### config.mk
export PLATFORM = sky130hd
export DESIGN_NAME = sbpt_queue
export DESIGN_NICKNAME = d
export VERILOG_FILES = /design/src/rtl/core/sbpt_pkg.sv /design/src/rtl/core/sbpt_queue.sv
export SDC_FILE = /design/constraint.sdc
export NUM_CORES = 1
export LEC_CHECK = 0
export ABC_CLOCK_PERIOD_IN_PS = 1700
export BUFFER_PORTS_ARGS = -buffer_cell sky130_fd_sc_hd__clkbuf_2
export CORE_AREA = 5 5 42 44
export CTS_CLUSTER_DIAMETER = 60
export DETAILED_ROUTE_END_ITERATION = 10
export DIE_AREA = 0 0 47 49
export GPL_ROUTABILITY_DRIVEN = 0
export SLEW_MARGIN = 25
export SYNTH_ARGS = -nofsm -noshare
export SYNTH_HDL_FRONTEND = slang
export SYNTH_SLANG_ARGS = --single-unit
### constraint.sdc
create_clock -name clk -period 1.7 [get_ports clk]
set_input_delay 0.425 -clock clk [delete_from_list [all_inputs] [get_ports clk]]
set_output_delay 0.425 -clock clk [all_outputs]
set_load 0.05 [all_outputs]
### src/rtl/core/sbpt_pkg.sv
// ----------------------------------------------------------------------------
// sbpt_pkg
// Shared constants for the shadow bitmap poison tracker: defaults, port
// widths, operation codes and the depth of the job queue.
// ----------------------------------------------------------------------------
package sbpt_pkg;

    // defaults for the top-level parameters
    localparam int REGIONS_DEF          = 2;
    localparam int GRANULE_BYTES_DEF    = 4;
    localparam int WORD_BITS_DEF        = 32;
    localparam int REGION_MAX_BYTES_DEF = 65536;

    // fixed field widths
    localparam int OP_W   = 2;
    localparam int ADDR_W = 32;
    localparam int LEN_W  = 17;
    localparam int SIZE_W = 17;
    localparam int DATA_W = 32;

    // operation codes
    localparam logic [OP_W-1:0] OP_POISON   = 2'd0;
    localparam logic [OP_W-1:0] OP_UNPOISON = 2'd1;
    localparam logic [OP_W-1:0] OP_CHECK    = 2'd2;

    // jobs held between classifier and walker
    localparam int QUEUE_DEPTH = 2;

endpackage

### src/rtl/core/sbpt_queue.sv
// ----------------------------------------------------------------------------
// sbpt_queue
// Short FIFO of classified jobs between the front end and the shadow walker.
// ----------------------------------------------------------------------------
module sbpt_queue #(
    parameter type entry_t = logic
) (
    input  logic   clk,
    input  logic   rst_n,
    input  logic   push,
    input  entry_t push_entry,
    input  logic   pop,
    output entry_t head,
    output logic   full,
    output logic   empty
);

    localparam int DEPTH = sbpt_pkg::QUEUE_DEPTH;
    localparam int PTR_W = (DEPTH > 1) ? $clog2(DEPTH) : 1;
    localparam int CNT_W = $clog2(DEPTH + 1);

    entry_t             slot_reg [DEPTH];
    logic [PTR_W-1:0]   wr_ptr_reg;
    logic [PTR_W-1:0]   rd_ptr_reg;
    logic [CNT_W-1:0]   count_reg;
    logic               do_push;
    logic               do_pop;

    assign full    = (count_reg == CNT_W'(DEPTH));
    assign empty   = (count_reg == '0);
    assign do_push = push && !full;
    assign do_pop  = pop && !empty;
    assign head    = slot_reg[rd_ptr_reg];

    always_ff @(posedge clk or negedge rst_n)
    begin
        if (!rst_n)
        begin
            wr_ptr_reg <= '0;
            rd_ptr_reg <= '0;
            count_reg  <= '0;
        end
        else
        begin
            if (do_push)
            begin
                wr_ptr_reg <= (wr_ptr_reg == PTR_W'(DEPTH - 1)) ? '0 : wr_ptr_reg + 1'b1;
            end
            if (do_pop)
            begin
                rd_ptr_reg <= (rd_ptr_reg == PTR_W'(DEPTH - 1)) ? '0 : rd_ptr_reg + 1'b1;
            end
            if (do_push && !do_pop)
            begin
                count_reg <= count_reg + 1'b1;
            end
            else if (do_pop && !do_push)
            begin
                count_reg <= count_reg - 1'b1;
            end
        end
    end

    always_ff @(posedge clk)
    begin
        if (do_push)
        begin
            slot_reg[wr_ptr_reg] <= push_entry;
        end
    end

endmodule

; Word-level counts from Yosys, hierarchy flattened
; Memory sizes are Yosys's and may differ from the RTL's.
; Cells that the tools add are included.
[classes]
n_reduce_logical = 10
n_mux = 6
eq_ne = 1
add_sub_neg = 4
[op_table]
columns = op, count
row1 = logical AND 1 bit, 4
row2 = logical NOT 1 bit, 4
row3 = 2-to-1 mux 1 bit, 4
row4 = 2-to-1 mux 2 bit, 2
row5 = adder 1 bit (second input constant), 2
row6 = adder 2 x 1 -> 2 bit (second input constant), 1
row7 = == test 2 bit (second input constant), 1
row8 = logical NOT 2 bit, 1
row9 = nonzero test 2 bit, 1
row10 = subtractor 2 x 1 -> 2 bit (second input constant), 1
[totals]
reg_bits = 4
ramBits = 2
mem_count = 1
elab_cells = 25
output_inout_bits = 3
inputBits = 5
[memory_table]
columns = name, depth, word_bits, rd, rd_ports_with_merged_regs, wr, line
row1 = slot_reg, 2, 1, 1, 0, 1, sbpt_queue.sv:22  ; entry_t slot_reg [DEPTH];

; Depth between registers and ports, before layout
; Gate-level depths: netlist (run 1).
[logic_depth]
depth_word = 7
ltp_mapped = 7
ltp_nobuf = 7

; Least setup slack after synthesis (run 1)
; OpenSTA, ideal clock, no wires.
[synth_path]
kind = reg2out
start = register count_reg[0]
end = output port empty
arrival_time_ns = 1.067
stages_incl_launch_ff = 2
n_path_buf = 0
required_ns = 1.275
slack_ns = 0.208
cell_sequence = dfrtp_1 > nor2_1
[synth_between]
elab_chain_len = 1
[synth_lines]
columns = element, line
row1 = "start, declared", sbpt_queue.sv:25  ; logic [CNT_W-1:0] count_reg;
row2 = "start signal, assigned", sbpt_queue.sv:55  ; count_reg <= count_reg + 1'b1;
row3 = "start signal, assigned", sbpt_queue.sv:59  ; count_reg <= count_reg - 1'b1;
row4 = logical NOT 2 bit, sbpt_queue.sv:30  ; assign empty = (count_reg == '0);
row5 = "end, declared", sbpt_queue.sv:15  ; output logic empty
; Every way passes these cells.

; Worst setup path after layout (run 1)
[layout_path]
start = register count_reg[0]
end = output port full
[layout_between]
elab_chain_len = 1
[layout_lines]
columns = element, line
row1 = == test 2 bit, sbpt_queue.sv:29  ; assign full = (count_reg == CNT_W'(DEPTH));
row2 = "end, declared", sbpt_queue.sv:14  ; output logic full,
; Every way passes these cells.

==> results of run 1 <==
## layer usage
layer	GRT usage, %	wire (um)
met5	0	0
met4	4.15	0
met3	3.32	40
met2	5.88	214
met1	4.70	181
## power breakdown
group | leakage (nW) | switching (W) | total (W) | internal [W]
sequential | 0.0652 | 0.0000550 | 0.000272 | 0.000217
clock | 0.0150 | 0.0000541 | 0.000143 | 0.0000891
combinational | 0.0942 | 0.000222 | 0.000350 | 0.000129
## kinds of logic after synthesis
group | Yosys count | synth area share, %
simple gates | 6 | 10.3
flops | 6 | 59.8
xor+xnor | 5 | 16.4
buf+inv | 2 | 2.80
compound gates | 1 | 1.87
mux | 1 | 4.21
fa+ha+maj | 1 | 4.67
## synth_stat cells (all sizes together)
cell type / count
inv: 2
and3: 1
dfrtp: 4
nand2b: 1
nand2: 1
nor2: 3
edfxtp: 2
xnor2: 3
xor2: 2
ha: 1
o21ai: 1
mux2: 1
## worst max path at each step
stage	endpoint	slack, ns	startpoint
finish	full	0.09	count_reg[0]$_DFFE_PN0P_
global route	full	0.01	count_reg[0]$_DFFE_PN0P_
CTS	full	0.08	count_reg[0]$_DFFE_PN0P_
detailed placement	count_reg[1]$_DFFE_PN0P_	0.24	count_reg[0]$_DFFE_PN0P_
global placement	count_reg[1]$_DFFE_PN0P_	0.25	count_reg[0]$_DFFE_PN0P_
floorplan	empty	0.21	count_reg[0]$_DFFE_PN0P_
## critical path, delay by kind of cell (launching register included)
kind                   cells  cell delay (ns)
DFF                        1             0.42
and+or+nand+nor            1             0.19
buffers and inverters      2             0.33
## per-stage QoR
step	util (%)	setup slack [ns]	std cells
final	25.6	0.0907	50
after global routing	25.6	0.0128	50
after CTS	25.6	0.0791	50
after detailed placement	23.0	0.242	45
after global placement	23.0	0.254	45
after floorplan	-	0.208	22
## repair_timing
action                                 in CTS  in global routing
hold buffers                                1                  0
endpoints found under the hold margin       4                  0
buffers inserted                            0                  0
## cell type report
cell class | count | share of cell area [%]
Sequential cell | 6 | 44.6
Multi-Input combinational cell | 14 | 27.9
Timing Repair Buffer | 8 | 12.5
Clock buffer | 4 | 7.32
Tap cell | 16 | 5.57
Inverter | 2 | 2.09
==> Implementation_results.wiki, run 1 <==
{| class="wikitable"
! Metric !! Value
|-
| Run status || completed
|-
| Initial Utilization || 19.1%
|-
| Area taken by flip-flops and latches || 160 sq um
|-
| Endpoint with the worst hold slack || slot_reg[1]$_DFFE_PP_
|-
| Type of destination of the critical path || primary output
|-
| Tcrit/Tclk final || 94.7%
|-
| Overall global routing resource usage || 4.60%
|-
| Hold depth || 1
|-
| Worst clock skew || 0.00137 ns
|-
| Cells resized by post-CTS repair || 0
|-
| Growth of design area from synthesis to finish || 34.1%
|-
| Largest net degree at the start of global routing || 6
|-
| MaxCap Viol Count || 0
|-
| Most common library cell in the layout ignoring fill and taps || sky130_fd_sc_hd__clkbuf_2
|-
| Post-Route Setup TNS || 0 ns
|-
| Total cell area at the placement stage || 323 sq um
|-
| Minimum hold slack || 0.371 ns
|-
| Vias in the first global route || 167
|-
| Wire length per cell after detailed routing || 8.72 um
|-
| Type of the most critical hold path || in -> reg
|-
| Number of antenna-violating nets in the routed design || 0
|-
| Setup repair after global routing missed its margin || no
|-
| Register-to-register setup slack || 0.25 ns
|-
| Clock tree from TritonCTS || yes
|-
| Multi-input gate area in the final layout || 100 sq um
|-
| Antenna cells || 0
|-
| Number of DRC markers after the initial detailed-route iteration || 6
|-
| Post-synthesis cell area || 268 sq um
|-
| Worst path max stage delay || 0.42 ns
|-
| Wire length after detailed routing || 436 um
|-
| Number of cells on the worst reg-to-reg path || 6
|-
| Number of nets in the layout || 41
|-
| Average cell area after synthesis || 12.2 sq um
|-
| Max transition margin || 81.6%
|-
| Final Power || 0.000765 W
|-
| Clock slew at the register clock pins of the worst setup and hold paths || 0.05 ns
|-
| Startpoint class of the critical path || register
|-
| Worst Tran Pin Value || 0.277 ns
|-
| Number of antenna violations at the first check in global routing || 0
|-
| Reg2reg end || count_reg[1]$_DFFE_PN0P_
|-
| Insertion delay to the later sink of the worst-skew pair || 0.24 ns
|-
| Buffer depth of the longest clock path || 2
|-
| Top library cells by usage in the layout, fill and taps aside || sky130_fd_sc_hd__clkbuf_2 (7), sky130_fd_sc_hd__dfrtp_1 (4), sky130_fd_sc_hd__nor2_1 (3), sky130_fd_sc_hd__xnor2_1 (3), sky130_fd_sc_hd__clkbuf_4 (3)
|-
| Number of synthesis warnings || 0
|-
| RR Startpoint || count_reg[0]$_DFFE_PN0P_
|-
| Proportion of synthesized chip area in sequential cells || 59.8%
|-
| Die X || 47 um
|-
| Die span in y || 49 um
|-
| Count of distinct cell types in the synthesized netlist || 12
|-
| Max Clk Rate || 0.621 GHz
|-
| CP Class || reg -> out
|-
| Non-Filler Cell Area, Final || 359 sq um
|-
| I/O Pins || 8
|-
| Total via count after detailed routing || 190
|-
| Synth Net Count || 28
|-
| Fin crit period || 1.61 ns
|-
| Die area || 0.00230 sq mm
|-
| VDD IR-drop max || 0.000607 V
|-
| Largest fanout on the critical path || 5
|-
| Setup violations, final || 0
|-
| Areal power density over the cells || 2130 mW/mm^2
|-
| Worst path required time || 1.27 ns
|-
| Origin of the worst min-delay path || push_entry
|-
| Quantity of I/O buffers inserted on ports || 7
|-
| Congestion Overflow GR || 0
|-
| Hold violation total from the final report || 0
|-
| DRC Markers || 0
|-
| CTS Buf Count || 3
|-
| Top-area cell type share of the netlist area || 37.4%
|-
| Via count normalized by instance count || 3.80
|-
| Core Area || 0.00140 sq mm
|-
| H-tree Lvls || 1
|-
| Number of sinks driven by the clock tree || 6
|-
| First-pass detailed-route iteration total || 5
|-
| Worst endpoint data arrival time || 1.18 ns
|-
| Crit path max-delay cell type || sky130_fd_sc_hd__dfrtp_1
|-
| Ranking of synthesized cells by area || sky130_fd_sc_hd__dfrtp_1 (37%), sky130_fd_sc_hd__edfxtp_1 (22%), sky130_fd_sc_hd__xnor2_1 (9.8%), sky130_fd_sc_hd__xor2_1 (6.5%), sky130_fd_sc_hd__ha_1 (4.7%)
|-
| First-pass GRT wire length || 683 um
|-
| Register bit total from synthesis || 6
|-
| Count of mapped cells out of synthesis || 22
|-
| Total half-perimeter wirelength after legalization and detailed placement || 371 um
|-
| Leading area contributor after synthesis || sky130_fd_sc_hd__dfrtp_1
|-
| Share of cells above drive strength 1 || 32.4%
|-
| Static Leakage || 0.174 nW
|-
| Number of inserted filler cells in the final layout || 160
|-
| Slew Limit Fails || 0
|-
| Number of core rows || 14
|-
| Cell at the root of the clock tree || sky130_fd_sc_hd__clkbuf_4
|-
| CP cell instances || nand2b_1, inv_1, clkbuf_2
|}
Power figures use the tool's default switching activity.
==> run 2, diff against run 1 <==
--- a/config.mk
+++ b/config.mk
@@ -12,6 +12,7 @@
 export DETAILED_ROUTE_END_ITERATION = 10
 export DIE_AREA = 0 0 47 49
 export GPL_ROUTABILITY_DRIVEN = 0
+export PLACE_DENSITY = 0.5
 export SLEW_MARGIN = 25
 export SYNTH_ARGS = -nofsm -noshare
 export SYNTH_HDL_FRONTEND = slang
==> run 2 against run 1 <==
Critical path depth decreased by 1. Sequential cell count unchanged. Highest routed layer is now met4. Wire length increased by 17%. Critical path type unchanged. Critical endpoint is now head.
==> Implementation_results.wiki, run 2 (same netlist as run 1, synthesis figures left out) <==
{| class="wikitable"
! Metric !! Value
|-
| Run status || completed
|-
| CTS Buf Count || 3
|-
| Number of DRC markers after the initial detailed-route iteration || 4
|-
| First-pass detailed-route iteration total || 2
|-
| Worst path max stage delay || 0.38 ns
|-
| Top library cells by usage in the layout, fill and taps aside || sky130_fd_sc_hd__clkbuf_2 (6), sky130_fd_sc_hd__dfrtp_1 (4), sky130_fd_sc_hd__nor2_1 (3), sky130_fd_sc_hd__xnor2_1 (3), sky130_fd_sc_hd__clkbuf_4 (3)
|-
| Post-Route Setup TNS || 0 ns
|-
| Areal power density over the cells || 2170 mW/mm^2
|-
| First-pass GRT wire length || 890 um
|-
| Tcrit/Tclk final || 95.7%
|-
| Number of antenna violations at the first check in global routing || 0
|-
| Setup repair after global routing missed its margin || no
|-
| Congestion Overflow GR || 0
|-
| Worst endpoint data arrival time || 1.20 ns
|-
| Final cell utilization of the core || 25.8%
|-
| Minimum hold slack || 0.379 ns
|-
| Quantity of I/O buffers inserted on ports || 7
|-
| Hold violation total from the final report || 0
|-
| Wire length after detailed routing || 510 um
|-
| Type of destination of the critical path || primary output
|-
| Total via count after detailed routing || 186
|-
| Setup violations, final || 0
|-
| Via count normalized by instance count || 3.72
|-
| Static Leakage || 0.175 nW
|-
| Initial Utilization || 19.1%
|-
| Max transition margin || 81.7%
|-
| Number of sinks driven by the clock tree || 6
|-
| Buffer depth of the longest clock path || 2
|-
| H-tree Lvls || 1
|-
| Most common library cell in the layout ignoring fill and taps || sky130_fd_sc_hd__clkbuf_2
|-
| Worst Tran Pin Value || 0.276 ns
|-
| Sequential share of power || 34.8%
|-
| I/O Pins || 8
|-
| Type of the most critical hold path || in -> reg
|-
| Insertion delay to the later sink of the worst-skew pair || 0.25 ns
|-
| Buffers plus inverters on the worst setup path || 1
|-
| Clock slew at the register clock pins of the worst setup and hold paths || 0.05 ns
|-
| Worst clock skew || 0.00399 ns
|-
| Number of core rows || 14
|-
| Number of nets in the layout || 41
|-
| Overall global routing resource usage || 6.02%
|-
| Number of antenna-violating nets in the routed design || 0
|-
| Largest fanout on the critical path || 2
|-
| Post-CTS Setup Repair Bufs || 0
|-
| Largest net degree at the start of global routing || 6
|-
| Max Clk Rate || 0.615 GHz
|-
| Growth of design area from synthesis to finish || 35.0%
|-
| Fin crit period || 1.63 ns
|-
| Die area || 0.00230 sq mm
|-
| Total half-perimeter wirelength after legalization and detailed placement || 369 um
|-
| Share of cells above drive strength 1 || 32.4%
|-
| Slew Limit Fails || 0
|-
| Vias in the first global route || 208
|-
| Sw Share || 43.5%
|-
| Die X || 47 um
|-
| Internal Pwr Total || 0.000443 W
|-
| Wire length per cell after detailed routing || 10.2 um
|-
| CP Class || reg -> out
|-
| Clk pwr share || 19.1%
|-
| Crit path max-delay cell type || sky130_fd_sc_hd__dfrtp_1
|-
| Die span in y || 49 um
|-
| CP cell instances || mux2_2, clkbuf_2
|-
| MaxCap Viol Count || 0
|-
| Logic gate share of total power || 46.1%
|-
| Antenna cells || 0
|-
| Total net switching power || 0.000341 W
|-
| DRC Markers || 0
|-
| VDD IR-drop max || 0.000920 V
|-
| Cell at the root of the clock tree || sky130_fd_sc_hd__clkbuf_4
|-
| Core Area || 0.00140 sq mm
|-
| Startpoint class of the critical path || register
|-
| Worst path required time || 1.27 ns
|-
| Kind of cell with the highest combined delay on the critical path || flip-flops
|-
| Clock tree from TritonCTS || yes
|}
run 2: changes by cell type in the layout (fill, tap and decap cells not counted):
cell	change
sky130_fd_sc_hd__buf_4	+1
sky130_fd_sc_hd__clkbuf_2	-1
run 2: layer usage:
| metal | global-route usage [%] | share of wire, % | vias to the layer above |
|---|---|---|---|
| met3 | 5.90 | 18 | 2 |
| met5 | 0 | 0 | - |
| met2 | 7.24 | 37 | 11 |
| met1 | 6.25 | 43 | 78 |
| met4 | 4.15 | 1.6 | 0 |
| li1 | - | - | 95 |
run 2: area by class of cell:
type | instances | area (sq um)
clock buffer | 4 | 26.3
fill | 162 | 1040
inverter | 2 | 7.51
multi-input combinational | 14 | 100
sequential | 6 | 160
tap | 16 | 20.0
timing repair buffer | 8 | 47.5
run 2: final timing paths:
kind	from	end	slack, ns	cells after the start
setup / recovery	rd_ptr_reg$_DFFE_PN0P_	head	0.07	2
hold / removal	push_entry	slot_reg[0]$_DFFE_PP_	0.38	1
setup reg to reg	count_reg[0]$_DFFE_PN0P_	count_reg[1]$_DFFE_PN0P_	0.21	6
hold reg to reg	wr_ptr_reg$_DFFE_PN0N_	wr_ptr_reg$_DFFE_PN0N_	0.49	1
max in group asynchronous	rst_n	wr_ptr_reg$_DFFE_PN0N_	1.05	2
min in group asynchronous	rst_n	rd_ptr_reg$_DFFE_PN0P_	0.51	2
run 2: stage by stage:
step | area (sq um) | total power, W | std cells | setup WS, ns
floorplan | 268 | 0.000556 | 22 | 0.208
detailed placement | 323 | 0.000625 | 45 | 0.210
global placement | 323 | 0.000626 | 45 | 0.204
finish | 362 | 0.000783 | 50 | 0.0737
global route | 362 | 0.000846 | 50 | 0.0207
CTS | 359 | 0.000788 | 50 | 0.0526
run 2: repair_timing:
action                                  CTS  global route
resized for setup                         0             3
endpoints found under the setup margin    0             1
hold endpoints to repair                  4             0
hold buffers                              1             0
run 2: power by group through the flow:
| stage | Combinational (W) | Clock (W) | Sequential, W |
|---|---|---|---|
| final | 0.000361 | 0.000149 | 0.000273 |
| after global routing | 0.000398 | 0.000164 | 0.000284 |
| after CTS | 0.000358 | 0.000156 | 0.000274 |
| after detailed placement | 0.000351 | 0 | 0.000275 |
| after global placement | 0.000350 | 0 | 0.000276 |
| after floorplan | 0.000292 | 0 | 0.000263 |
==> run 3, diff against run 2 <==
--- a/config.mk
+++ b/config.mk
@@ -5,14 +5,16 @@
 export SDC_FILE = /design/constraint.sdc
 export NUM_CORES = 1
 export LEC_CHECK = 0
+export ABC_AREA = 1
 export ABC_CLOCK_PERIOD_IN_PS = 1700
 export BUFFER_PORTS_ARGS = -buffer_cell sky130_fd_sc_hd__clkbuf_2
-export CORE_AREA = 5 5 42 44
+export CAP_MARGIN = 20
+export CORE_AREA = 4 4 41 43
 export CTS_CLUSTER_DIAMETER = 60
 export DETAILED_ROUTE_END_ITERATION = 10
-export DIE_AREA = 0 0 47 49
+export DIE_AREA = 0 0 45 47
 export GPL_ROUTABILITY_DRIVEN = 0
-export PLACE_DENSITY = 0.5
+export PLACE_DENSITY = 0.53
 export SLEW_MARGIN = 25
 export SYNTH_ARGS = -nofsm -noshare
 export SYNTH_HDL_FRONTEND = slang
==> run 3 against run 2 <==
Clock power decreased by 7%. Cell count rose by 28%. Wire length increased by 3.1%. Fmax rose by 3.1%. Global-route usage increased by 0.43 points. First-iteration DRC count stayed put. Final area up 9.3%. Die area fell by 8.2%. Register-to-register slack improved by 0.07 ns. Critical path type unchanged. Highest routed layer is now met3.
==> Implementation_results.wiki, run 3 <==
{| class="wikitable"
! Metric !! Value
|-
| Worst Tran Pin Value || 0.288 ns
|-
| Clk pwr share || 17.3%
|-
| Number of core rows || 13
|-
| Largest net degree at the start of global routing || 8
|-
| Slew Limit Fails || 0
|-
| Logic gate share of total power || 49.4%
|-
| Top flip-flop cell by instance count after synthesis || sky130_fd_sc_hd__dfrtp_1
|-
| Ranking of synthesized cells by area || sky130_fd_sc_hd__dfrtp_1 (33%), sky130_fd_sc_hd__edfxtp_1 (20%), sky130_fd_sc_hd__nand2_1 (15%), sky130_fd_sc_hd__inv_1 (9.8%), sky130_fd_sc_hd__ha_1 (4.1%)
|-
| I/O Pins || 8
|-
| Clock slew at the register clock pins of the worst setup and hold paths || 0.05 ns
|-
| Clock tree from TritonCTS || yes
|-
| Register bit total from synthesis || 6
|-
| H-tree Lvls || 1
|-
| Setup violations, final || 0
|-
| Type of destination of the critical path || primary output
|-
| Total via count after detailed routing || 250
|-
| Insertion delay to the later sink of the worst-skew pair || 0.24 ns
|-
| Max transition margin || 80.6%
|-
| Startpoint class of the critical path || register
|-
| Quantity of I/O buffers inserted on ports || 7
|-
| Sequential share of power || 33.3%
|-
| Number of synthesis warnings || 0
|-
| CTS Buf Count || 3
|-
| Growth of design area from synthesis to finish || 29.5%
|-
| Commonest cells in the netlist || sky130_fd_sc_hd__nand2_1 (12), sky130_fd_sc_hd__inv_1 (8), sky130_fd_sc_hd__dfrtp_1 (4)
|-
| Max Clk Rate || 0.634 GHz
|-
| Hold violation total from the final report || 0
|-
| Fin crit period || 1.58 ns
|-
| Die X || 45 um
|-
| Wire length after detailed routing || 526 um
|-
| Largest fanout on the critical path || 7
|-
| Static Leakage || 0.217 nW
|-
| Worst path required time || 1.27 ns
|-
| Via count normalized by instance count || 3.91
|-
| Number of antenna-violating nets in the routed design || 0
|-
| Congestion Overflow GR || 0
|-
| Most common library cell in the layout ignoring fill and taps || sky130_fd_sc_hd__nand2_1
|-
| Proportion of synthesized chip area in sequential cells || 52.5%
|-
| Register-to-register setup slack || 0.28 ns
|-
| Vias in the first global route || 237
|-
| First-pass GRT wire length || 917 um
|-
| Most frequently used cell type in the post-synthesis netlist || sky130_fd_sc_hd__nand2_1
|-
| MaxCap Viol Count || 0
|-
| Top-area cell type share of the netlist area || 32.8%
|-
| Worst endpoint data arrival time || 1.15 ns
|-
| Tcrit/Tclk final || 92.8%
|-
| Number of DRC markers after the initial detailed-route iteration || 4
|-
| Share of cells above drive strength 1 || 24.5%
|-
| DRC Markers || 0
|-
| First-pass detailed-route iteration total || 3
|-
| Initial Utilization || 23.5%
|-
| Number of flops mapped to enable cells by yosys || 2
|-
| Sw Share || 47.5%
|-
| Final Power || 0.000804 W
|-
| Total half-perimeter wirelength after legalization and detailed placement || 442 um
|-
| Die span in y || 47 um
|-
| Core Area || 0.00130 sq mm
|-
| Leading area contributor after synthesis || sky130_fd_sc_hd__dfrtp_1
|-
| Wire length per cell after detailed routing || 8.22 um
|-
| Internal Pwr Total || 0.000422 W
|-
| Number of sinks driven by the clock tree || 6
|-
| Top library cells by usage in the layout, fill and taps aside || sky130_fd_sc_hd__nand2_1 (12), sky130_fd_sc_hd__inv_1 (8), sky130_fd_sc_hd__clkbuf_2 (7)
|-
| Areal power density over the cells || 2030 mW/mm^2
|-
| Worst clock skew || 0.00139 ns
|-
| Count of distinct cell types in the synthesized netlist || 12
|-
| CP Class || reg -> out
|-
| Share of synthesized flip-flops with an asynchronous set or reset || 66.7%
|-
| Number of nets in the layout || 56
|-
| Antenna cells || 0
|-
| Minimum hold slack || 0.373 ns
|-
| Average cell area after synthesis || 8.25 sq um
|-
| Post-CTS Setup Repair Bufs || 0
|-
| Post-Route Setup TNS || 0 ns
|-
| Synth Net Count || 43
|-
| Post-synthesis cell area || 305 sq um
|-
| Cell at the root of the clock tree || sky130_fd_sc_hd__clkbuf_4
|-
| Total net switching power || 0.000382 W
|-
| Setup repair after global routing missed its margin || no
|-
| Die area || 0.00212 sq mm
|-
| Count of mapped cells out of synthesis || 37
|-
| Run status || completed
|-
| VDD IR-drop max || 0.000677 V
|-
| Overall global routing resource usage || 6.44%
|-
| Number of antenna violations at the first check in global routing || 0
|-
| Buffer depth of the longest clock path || 2
|-
| Type of the most critical hold path || in -> reg
|}
run 3: changes by cell type in the layout (fill, tap and decap cells not counted), sizes merged, moves of 2 or more:
cell / change
xnor2: -2
xor2: -2
nand2: +11
inv: +6
run 3: power by group through the flow:
stage | Sequential [W] | Combinational [W] | Clock, W
after floorplan | 0.000257 | 0.000324 | 0
after global placement | 0.000267 | 0.000393 | 0
after detailed placement | 0.000268 | 0.000398 | 0
after CTS | 0.000267 | 0.000401 | 0.000146
after global routing | 0.000277 | 0.000444 | 0.000159
final | 0.000267 | 0.000397 | 0.000139
run 3: routing by layer:
metal,GRT usage (%),share of wire [%],up-vias
met5,0,0,-
met4,3.51,0,0
met3,3.45,8.2,0
met2,8.19,40,8
met1,8.58,52,106
li1,-,-,136
run 3: path summary, 6_finish.rpt:
| path | end | depth (start not counted) | startpoint |
|---|---|---|---|
| hold reg to reg | wr_ptr_reg$_DFFE_PN0N_ | 2 | wr_ptr_reg$_DFFE_PN0N_ |
| max in group asynchronous | rd_ptr_reg$_DFFE_PN0P_ | 2 | rst_n |
| setup reg to reg | count_reg[1]$_DFFE_PN0P_ | 6 | count_reg[0]$_DFFE_PN0P_ |
| hold / removal | slot_reg[0]$_DFFE_PP_ | 1 | push_entry |
| min in group asynchronous | wr_ptr_reg$_DFFE_PN0N_ | 2 | rst_n |
| setup / recovery | full | 2 | count_reg[0]$_DFFE_PN0P_ |
run 3: what timing repair did:
action                                 in CTS  in global routing
hold buffers                                1                  0
endpoints found under the hold margin       4                  0
resized for setup                           0                  0
run 3: logic make-up (layout without fill, tap and decap cells):
group	after synthesis	in the layout	share of synthesized area (%)
xor+xnor	1	1	2.87
flops	6	6	52.5
fa+ha+maj	1	1	4.10
buf+inv	8	20	9.84
simple gates	19	19	27.5
compound gates	2	2	3.28
run 3: area by class of cell:
type | count | area, sq um
Sequential cell | 6 | 160
Inverter | 8 | 30.0
Clock buffer | 4 | 26.3
Timing Repair Buffer | 8 | 45.0
Multi-Input combinational cell | 23 | 115
Fill cell | 147 | 906
Tap cell | 15 | 18.8
run 3: metrics by stage:
stage / worst slack (ns) / instances / utilization [%] / instance area (sq um)
after floorplan: 0.0621 / 37 / - / 305
after global placement: 0.295 / 59 / 27.6 / 359
after detailed placement: 0.306 / 59 / 27.6 / 359
after CTS: 0.116 / 64 / 30.4 / 395
after global routing: 0.0722 / 64 / 30.4 / 395
final: 0.123 / 64 / 30.4 / 395
run 3: worst max-delay path, cell delays in order (launching register included):
cell                       delay (ns)
sky130_fd_sc_hd__dfrtp_1         0.45
sky130_fd_sc_hd__nor2_2          0.17
sky130_fd_sc_hd__clkbuf_2        0.29
